File: src/hw/rtl/dbio_pkg.sv
// Shared types, codes and reset values for the debounced inputs / auto-off unit.
// No dependencies; imported by every module of the block.
`default_nettype none

package dbio_pkg;

  // Field widths
  localparam int unsigned OP_W       = 2;
  localparam int unsigned TIME_W     = 32;
  localparam int unsigned DEBOUNCE_W = 16;
  localparam int unsigned SPAN_W     = 20;
  localparam int unsigned CFG_IDX_W  = 8;
  localparam int unsigned CFG_DATA_W = 32;

  // Item op codes (code three is unused and ignored)
  localparam logic [OP_W-1:0] OP_TICK     = 2'd0;
  localparam logic [OP_W-1:0] OP_SET      = 2'd1;
  localparam logic [OP_W-1:0] OP_SET_AUTO = 2'd2;

  // Configuration register indexes
  localparam logic [CFG_IDX_W-1:0] CFG_KEY_DEBOUNCE   = 8'd0;
  localparam logic [CFG_IDX_W-1:0] CFG_LONG_PRESS     = 8'd1;
  localparam logic [CFG_IDX_W-1:0] CFG_INPUT_DEBOUNCE = 8'd2;
  localparam logic [CFG_IDX_W-1:0] CFG_HOLD           = 8'd3;

  // Register reset values
  localparam logic [DEBOUNCE_W-1:0] KEY_DEBOUNCE_RST   = 16'd50;
  localparam logic [SPAN_W-1:0]     LONG_PRESS_RST     = 20'd5000;
  localparam logic [DEBOUNCE_W-1:0] INPUT_DEBOUNCE_RST = 16'd30;
  localparam logic [SPAN_W-1:0]     HOLD_RST           = 20'd5000;

  typedef struct packed {
    logic [DEBOUNCE_W-1:0] key_settle_ms;
    logic [SPAN_W-1:0]     long_press_ms;
    logic [DEBOUNCE_W-1:0] input_debounce_ms;
    logic [SPAN_W-1:0]     hold_ms;
  } cfg_t;

  typedef struct packed {
    logic [OP_W-1:0]   op;
    logic [TIME_W-1:0] now_ms;
    logic              key_level;
    logic              input_level;
    logic              out_value;
  } item_t;

  typedef struct packed {
    logic out_level;
    logic key_held;
    logic long_press_event;
    logic input_state;
    logic input_changed;
  } result_t;

  // Wrap-safe check: now - since - span is non-negative as a signed value
  function automatic logic elapsed(input logic [TIME_W-1:0] now,
                                   input logic [TIME_W-1:0] since,
                                   input logic [TIME_W-1:0] span);
    logic [TIME_W-1:0] diff;
    diff = now - since - span;
    return ~diff[TIME_W-1];
  endfunction

endpackage

`default_nettype wire

File: src/hw/rtl/dbio_cfg.sv
// Configuration register file for the debounce and auto-off timings.
// Depends on dbio_pkg for register indexes, widths and reset values.
`default_nettype none

module dbio_cfg (
  input  wire logic                               clk,
  input  wire logic                               rst,
  input  wire logic                               cfg_valid,
  output logic                                    cfg_ready,
  input  wire logic [dbio_pkg::CFG_IDX_W-1:0]     cfg_index,
  input  wire logic [dbio_pkg::CFG_DATA_W-1:0]    cfg_data,
  output dbio_pkg::cfg_t                          cfg
);
  import dbio_pkg::*;

  logic wr;

  // Always ready: writes must only come while the block is idle; the block does not enforce it
  assign cfg_ready = 1'b1;
  assign wr        = cfg_valid & cfg_ready;

  // Store the written value masked to the register width; drop unknown indexes
  always_ff @(posedge clk) begin
    if (rst) begin
      cfg.key_settle_ms     <= KEY_DEBOUNCE_RST;
      cfg.long_press_ms     <= LONG_PRESS_RST;
      cfg.input_debounce_ms <= INPUT_DEBOUNCE_RST;
      cfg.hold_ms           <= HOLD_RST;
    end else if (wr) begin
      unique case (cfg_index)
        CFG_KEY_DEBOUNCE:   cfg.key_settle_ms     <= cfg_data[DEBOUNCE_W-1:0];
        CFG_LONG_PRESS:     cfg.long_press_ms     <= cfg_data[SPAN_W-1:0];
        CFG_INPUT_DEBOUNCE: cfg.input_debounce_ms <= cfg_data[DEBOUNCE_W-1:0];
        CFG_HOLD:           cfg.hold_ms           <= cfg_data[SPAN_W-1:0];
        default: ;
      endcase
    end
  end

endmodule

`default_nettype wire

File: src/hw/rtl/dbio_core.sv
// Debounce, long-press and auto-off state with its single-pass update logic.
// Depends on dbio_pkg for item, result and configuration types.
`default_nettype none

module dbio_core (
  input  wire logic            clk,
  input  wire logic            rst,
  input  wire logic            en,
  input  dbio_pkg::item_t      item,
  input  dbio_pkg::cfg_t       cfg,
  output dbio_pkg::result_t    res
);
  import dbio_pkg::*;

  logic              key_state, key_state_next;
  logic [TIME_W-1:0] key_change_time, key_change_time_next;
  logic [TIME_W-1:0] press_start_time, press_start_time_next;
  logic              long_press_reported, long_press_reported_next;
  logic [TIME_W-1:0] off_deadline, off_deadline_next;
  logic              out_reg, out_reg_next;
  logic              input_cached, input_cached_next;
  logic [TIME_W-1:0] input_change_time, input_change_time_next;
  logic              lp_event, in_event;
  logic              pressed, active;

  assign pressed = ~item.key_level;
  assign active  = ~item.input_level;

  // Work out the next state for one item
  always_comb begin
    key_state_next           = key_state;
    key_change_time_next     = key_change_time;
    press_start_time_next    = press_start_time;
    long_press_reported_next = long_press_reported;
    off_deadline_next        = off_deadline;
    out_reg_next             = out_reg;
    input_cached_next        = input_cached;
    input_change_time_next   = input_change_time;
    lp_event                 = 1'b0;
    in_event                 = 1'b0;
    if (en) begin
      unique case (item.op)
        OP_TICK: begin
          // Key debounce, then long press once per hold
          if (pressed != key_state) begin
            if (elapsed(item.now_ms, key_change_time,
                        {{(TIME_W-DEBOUNCE_W){1'b0}}, cfg.key_settle_ms})) begin
              key_change_time_next     = item.now_ms;
              if (pressed) begin
                press_start_time_next = item.now_ms;
              end
              key_state_next           = pressed;
              long_press_reported_next = 1'b0;
            end
          end else if (pressed && !long_press_reported) begin
            if (elapsed(item.now_ms, press_start_time,
                        {{(TIME_W-SPAN_W){1'b0}}, cfg.long_press_ms})) begin
              lp_event                 = 1'b1;
              long_press_reported_next = 1'b1;
            end
          end
          // Drop the output once an armed deadline has passed
          if (off_deadline != '0 && elapsed(item.now_ms, off_deadline, '0)) begin
            out_reg_next      = 1'b0;
            off_deadline_next = '0;
          end
          // Digital input debounce
          if (active != input_cached) begin
            if (elapsed(item.now_ms, input_change_time,
                        {{(TIME_W-DEBOUNCE_W){1'b0}}, cfg.input_debounce_ms})) begin
              input_cached_next      = active;
              input_change_time_next = item.now_ms;
              in_event               = 1'b1;
            end
          end
        end
        OP_SET: begin
          out_reg_next = item.out_value;
          if (!item.out_value) begin
            off_deadline_next = '0;
          end
        end
        OP_SET_AUTO: begin
          out_reg_next = item.out_value;
          if (item.out_value) begin
            off_deadline_next = item.now_ms + {{(TIME_W-SPAN_W){1'b0}}, cfg.hold_ms};
          end else begin
            off_deadline_next = '0;
          end
        end
        default: ;
      endcase
    end
  end

  // Result reflects the state after this item
  always_comb begin
    res.out_level        = out_reg_next;
    res.key_held         = key_state_next;
    res.long_press_event = lp_event;
    res.input_state      = input_cached_next;
    res.input_changed    = in_event;
  end

  // Advance the state
  always_ff @(posedge clk) begin
    if (rst) begin
      key_state           <= 1'b0;
      key_change_time     <= '0;
      press_start_time    <= '0;
      long_press_reported <= 1'b0;
      off_deadline        <= '0;
      out_reg             <= 1'b0;
      input_cached        <= 1'b0;
      input_change_time   <= '0;
    end else begin
      key_state           <= key_state_next;
      key_change_time     <= key_change_time_next;
      press_start_time    <= press_start_time_next;
      long_press_reported <= long_press_reported_next;
      off_deadline        <= off_deadline_next;
      out_reg             <= out_reg_next;
      input_cached        <= input_cached_next;
      input_change_time   <= input_change_time_next;
    end
  end

  // An armed deadline always goes with a high output
  a_armed_high: assert property (@(posedge clk) disable iff (rst)
    off_deadline != '0 |-> out_reg)
    else $error("auto-off deadline armed while output is low");

  // A long press only fires with the key held
  a_lp_held: assert property (@(posedge clk) disable iff (rst)
    lp_event |-> key_state && key_state_next)
    else $error("long press flagged without a held key");

  // Set ops and idle cycles raise no events
  a_no_event: assert property (@(posedge clk) disable iff (rst)
    (!en || item.op != OP_TICK) |-> !lp_event && !in_event)
    else $error("event raised outside a tick");

  // A long press is reported once per hold
  a_lp_once: assert property (@(posedge clk) disable iff (rst)
    lp_event |=> long_press_reported)
    else $error("long press not marked as reported");

endmodule

`default_nettype wire

File: src/hw/rtl/debounced_inputs_with_auto_off_output_unit.sv
// Top level of the debounced key / digital input unit with auto-off output.
// Depends on dbio_pkg, dbio_cfg and dbio_core.
//
//   channel  direction  handshake              payload
//   in       sink       in_valid / in_stall    op, now_ms, key_level, input_level, out_value
//   out      source     out_valid / out_stall  out_level, key_held, long_press_event,
//                                              input_state, input_changed
//   cfg      sink       cfg_valid / cfg_ready  cfg_index, cfg_data
//
// One item per cycle sustained while out_stall is low; an item goes first into the input
// register, and its result (one-pass state update) then goes into the result register,
// which raises out_valid.
// Reset (rst, synchronous) restores the timing registers and clears core state and valids.
// While out_stall holds, one more item is taken into the input register, then
// in_stall rises until the waiting result is transferred.
// cfg_ready is always high.
`default_nettype none

module debounced_inputs_with_auto_off_output_unit (
  input  wire logic                               clk,
  input  wire logic                               rst,
  input  wire logic                               in_valid,
  output logic                                    in_stall,
  input  wire logic [dbio_pkg::OP_W-1:0]          op,
  input  wire logic [dbio_pkg::TIME_W-1:0]        now_ms,
  input  wire logic                               key_level,
  input  wire logic                               input_level,
  input  wire logic                               out_value,
  output logic                                    out_valid,
  input  wire logic                               out_stall,
  output logic                                    out_level,
  output logic                                    key_held,
  output logic                                    long_press_event,
  output logic                                    input_state,
  output logic                                    input_changed,
  input  wire logic                               cfg_valid,
  output logic                                    cfg_ready,
  input  wire logic [dbio_pkg::CFG_IDX_W-1:0]     cfg_index,
  input  wire logic [dbio_pkg::CFG_DATA_W-1:0]    cfg_data
);
  import dbio_pkg::*;

  cfg_t    cfg;
  item_t   item;
  logic    item_valid;
  result_t res;
  result_t result;
  logic    advance;

  dbio_cfg u_cfg (
    .clk       (clk),
    .rst       (rst),
    .cfg_valid (cfg_valid),
    .cfg_ready (cfg_ready),
    .cfg_index (cfg_index),
    .cfg_data  (cfg_data),
    .cfg       (cfg)
  );

  // Move the held item on when the result register is free or draining
  assign advance  = ~out_valid | ~out_stall;
  assign in_stall = item_valid & ~advance;

  // Input register
  always_ff @(posedge clk) begin
    if (rst) begin
      item_valid <= 1'b0;
    end else if (!in_stall) begin
      item_valid <= in_valid;
    end
  end

  always_ff @(posedge clk) begin
    if (in_valid && !in_stall) begin
      item.op          <= op;
      item.now_ms      <= now_ms;
      item.key_level   <= key_level;
      item.input_level <= input_level;
      item.out_value   <= out_value;
    end
  end

  dbio_core u_core (
    .clk  (clk),
    .rst  (rst),
    .en   (item_valid & advance),
    .item (item),
    .cfg  (cfg),
    .res  (res)
  );

  // Result register
  always_ff @(posedge clk) begin
    if (rst) begin
      out_valid <= 1'b0;
    end else if (advance) begin
      out_valid <= item_valid;
    end
  end

  always_ff @(posedge clk) begin
    if (item_valid && advance) begin
      result <= res;
    end
  end

  assign out_level        = result.out_level;
  assign key_held         = result.key_held;
  assign long_press_event = result.long_press_event;
  assign input_state      = result.input_state;
  assign input_changed    = result.input_changed;

  // A processed item always lands in the result register
  a_item_lands: assert property (@(posedge clk) disable iff (rst)
    item_valid && advance |=> out_valid)
    else $error("processed item lost before the result register");

  // Backpressure only with both registers full
  a_stall_full: assert property (@(posedge clk) disable iff (rst)
    in_stall |-> item_valid && out_valid && out_stall)
    else $error("input stalled with room in the pipeline");

  // A stalled item stays in the input register
  a_item_held: assert property (@(posedge clk) disable iff (rst)
    in_stall |=> item_valid && $stable(item))
    else $error("held item changed while stalled");

endmodule

`default_nettype wire
File: config.mk
export PLATFORM = sky130hd
export DESIGN_NAME = debounced_inputs_with_auto_off_output_unit
export DESIGN_NICKNAME = d
export VERILOG_FILES = /design/src/hw/rtl/dbio_pkg.sv /design/src/hw/rtl/dbio_cfg.sv /design/src/hw/rtl/dbio_core.sv /design/src/hw/rtl/debounced_inputs_with_auto_off_output_unit.sv
export SDC_FILE = /design/constraint.sdc
export NUM_CORES = 1
export LEC_CHECK = 0
export ABC_AREA = 1
export ABC_CLOCK_PERIOD_IN_PS = 5150
export CAP_MARGIN = 10
export CORE_ASPECT_RATIO = 0.5
export CORE_MARGIN = 2
export CORE_UTILIZATION = 40
export DETAILED_ROUTE_END_ITERATION = 12
export DONT_BUFFER_PORTS = 1
export PLACE_DENSITY = 0.5
export RECOVER_POWER = 25
export SYNTH_ARGS = -nofsm -noshare
export SYNTH_HDL_FRONTEND = slang
export SYNTH_SLANG_ARGS = --single-unit
File: constraint.sdc
create_clock -name clk -period 5.15 [get_ports clk]
set_clock_uncertainty 0.15 [all_clocks]
set_input_delay 1.03 -clock clk [delete_from_list [all_inputs] [get_ports clk]]
set_output_delay 1.03 -clock clk [all_outputs]
set_load 0.01 [all_outputs]
==> out/results.ini <==
[logic_synthesis]
synth_xor_area_share_pct = 0.426
post-synth-top-count-cell = nand2_1
synth_top_family_by_area = simple AND/OR/NAND/NOR gates
synth-simple-area-share_pct = 24.9
synth_common_cells = 472 x nand2_1, 396 x inv_1, 217 x nor2_1
synthArstFlopShare_pct = 0
synth_area_per_cell_sq_um = 7.39
synth_seq_cells = 248
synthCells = 2227
synth_top_area_share_pct = 25.1
ys_seq_area_share_pct = 32.7
synth-edff-count = 42
synth_ff_type = dfxtp_1
synth-compound-area-share_pct = 9.77
syn-num-nets = 2548
yosys_warnings = 0
synthMuxAreaShare_pct = 0
synth_area_sq_um = 16400
synth.area.top_cells = dfxtp_1 25%, ha_1 15%, nand2_1 11%
yosys.area.top_type = dfxtp_1
synth_fa_ha_area_share_pct = 20.3
synthDistinctLibCells = 39

[grt]
grt_max_degree = 84
grt_pass1_wl_um = 76000
grt.total_usage_pct = 22.9
antenna_found_initial = 1
overflow = 0
grt_pass1_vias = 13100

[run_status]
violations = capacitance limit, slew limit
status = finished, violations left

[floorplan]
std_cell_rows = 52
die_y_um = 147
initial_core_util_pct = 40.6
die_x_um = 291
core_sq_um = 40500
io_pins = 90
dieArea_sq_um = 42900

[placement]
dpl.hpwl_um = 35400
gp_congestion = 0.906
io_buffer_count = 0

[setup_path]
reg2reg_slack_ns = 1.22
crit_type = register to register
crit_path_frequent_cell = nand2_1
rr_worst_depth = 18
critPathCaptureType = register
path_buf_inv = 5
cp.required_ns = 5.31
crit_start = item[12]
cp_max_fo = 46
critPathArrivalTime_ns = 4.09
crit_family = buffers and inverters
worst_path_max_delay_cell = buf_4
path_cells = inv_1 > fa_1 > inv_1 > ha_1 > nand2_1 > inv_1 > o21ai_0 > a21oi_1 > nor2_1 > nand2_1 > nand2_1 > nand2_1 > nand2_1 > nand2_1 > buf_4 > nand2_1 > o21ai_0 > inv_1
reg2reg_to = key_held
path_depth = 18
worstSetupStartpointType = register
max_stage_delay_ns = 0.55
endpoint = key_held
r2r-start = item[12]

[final_layout]
largest_register = u_cfg.cfg
final_nets = 2521
drive_above_1_share_pct = 4.23
multi_input_area_sq_um = 9130
ff_latch_area_sq_um = 5390
fillers = 4250
largest_reg_flops = 72
reg.largest.list = u_cfg.cfg: 72 flops, item: 37 flops
antennaDiodeCount = 0
area_growth_pct = 8.39

[power_and_ir_drop]
p_switching_mw = 1.40
netSwitchingFraction_pct = 29.3
p_comb_share_pct = 14.3
p_leak_nw = 8.29
seqPwrFrac_pct = 43.4
finalPower_mw = 4.77
share_clk_of_total_power_pct = 42.3
intPower_mw = 3.38
pwr_density_cell_nw_per_um2 = 268
vdd_ir_drop_max_uv = 191

[timing]
fin_crit_sh_pct = 76.4
fin_setup_tns_ns = 0
fmax_mhz = 254
relSlewSlack_pct = -25.0
slew_violations = 38
worst_pin_slew_ns = 1.88
hold_viol = 0
post-route-min-period_ns = 3.93
setup_viol = 0
rsz0062_at_grt = false

[cts]
clock_sinks = 248
htree_levels = 1
numCtsBuffers = 26
cts_tree = yes
clk_latency_ns = 0.56
clockBufferDepth = 3
cts_setup_buffers = 0
post_cts_resized = 0
cts_root_buf = clkbuf_16
clkSlewWorstSetupHoldPaths_ns = 0.07
ctsHoldBuffers = 0

[routing]
wl_per_cell_um = 17.6
wirelength_um = 48600
drt_pass1_iterations = 5
final_antenna_net_count = 0
via_count = 13900
drc_errors = 0
drt_iter0_drc = 811
via_per_inst = 5.02

[min_path]
hold_class = register to register

[job]
drv_cap = 1

[cell type report]
cell class / instances / share of cell area (%)
Multi-Input combinational cell: 1494 / 51.2
Tap cell: 540 / 3.79
Timing Repair Buffer: 29 / 1.37
Sequential cell: 248 / 30.2
Clock inverter: 21 / 1.28
Clock buffer: 27 / 3.67
Inverter: 401 / 8.46
[kinds of logic after synthesis]
kind of cell	count (synthesis)
AND/OR/NAND/NOR	942
buffers and inverters	485
AO/OA/AOI/OAI	304
flip-flops	248
adder cells (fa/ha/maj)	239
XOR/XNOR	8
other	1
[power by group through the flow]
stage          clock, mW  combinational (mW)  sequential, mW
2_1_floorplan          0               0.495            2.10
3_3_place_gp           0               0.678            2.11
3_5_place_dp           0               0.684            2.11
4_1_cts             2.07               0.688            2.07
5_1_grt             2.16               0.788            2.07
6_report            2.02               0.684            2.07
[worst reg2reg max path, stage by stage (launching register included)]
cell	delay, ns
edfxtp_1	0.53
inv_1	0.22
fa_1	0.54
inv_1	0.04
ha_1	0.26
nand2_1	0.04
inv_1	0.06
o21ai_0	0.08
a21oi_1	0.14
nor2_1	0.05
nand2_1	0.21
nand2_1	0.11
nand2_1	0.08
nand2_1	0.05
nand2_1	0.12
buf_4	0.55
nand2_1	0.14
o21ai_0	0.24
inv_1	0.06
[worst min path at each step]
stage	to	cells past startpoint	startpoint
CTS	u_core.press_start_time[20]	2	u_core.press_start_time[20]
detailed placement	u_core.press_start_time[20]	2	u_core.press_start_time[20]
finish	u_core.press_start_time[20]	2	u_core.press_start_time[20]
global route	u_core.key_change_time[16]	2	u_core.key_change_time[16]
global placement	u_core.long_press_reported	2	u_core.long_press_reported
floorplan	u_cfg.cfg[20]	2	u_cfg.cfg[20]
[per-stage QoR]
step / util [%] / instance area (sq um) / setup slack [ns] / cells / hold slack, ns
floorplan: - / 16400 / 2.29 / 2227 / 0.285
global placement: 41.9 / 17000 / 1.18 / 2712 / 0.299
detailed placement: 41.9 / 17000 / 1.19 / 2712 / 0.300
CTS: 44.1 / 17800 / 1.15 / 2760 / 0.310
global route: 44.1 / 17800 / 0.830 / 2760 / 0.330
finish: 44.1 / 17800 / 1.22 / 2760 / 0.308
[per-layer routing]
layer  up-vias  GRT usage [%]  part of all wire (%)
met5         -              0                 0.027
met4         2           5.03                   2.0
met3        58           3.76                   4.8
met2       251           35.9                    42
met1      6421           33.0                    51
li1       7118              -                     -
[placed cells by master, fill, tap and decap left out, types with 5 or more instances in the layout]
master | netlist | layout
fa_1 | 47 | 47
o211ai_1 | 19 | 19
nor3_1 | 12 | 12
dfxtp_1 | 206 | 206
nand4_1 | 102 | 102
nor2_1 | 217 | 215
o21ai_0 | 84 | 84
nand3b_1 | 12 | 12
nand2_1 | 472 | 471
or2_2 | 8 | 8
clkinv_2 | 0 | 8
xor2_1 | 6 | 6
nor4_1 | 5 | 5
clkbuf_16 | 0 | 26
a21oi_1 | 186 | 186
a21o_1 | 12 | 12
buf_4 | 4 | 23
ha_1 | 192 | 192
edfxtp_1 | 42 | 42
nand3_1 | 97 | 97
inv_1 | 396 | 395
(Power assumes the default switching activity.)
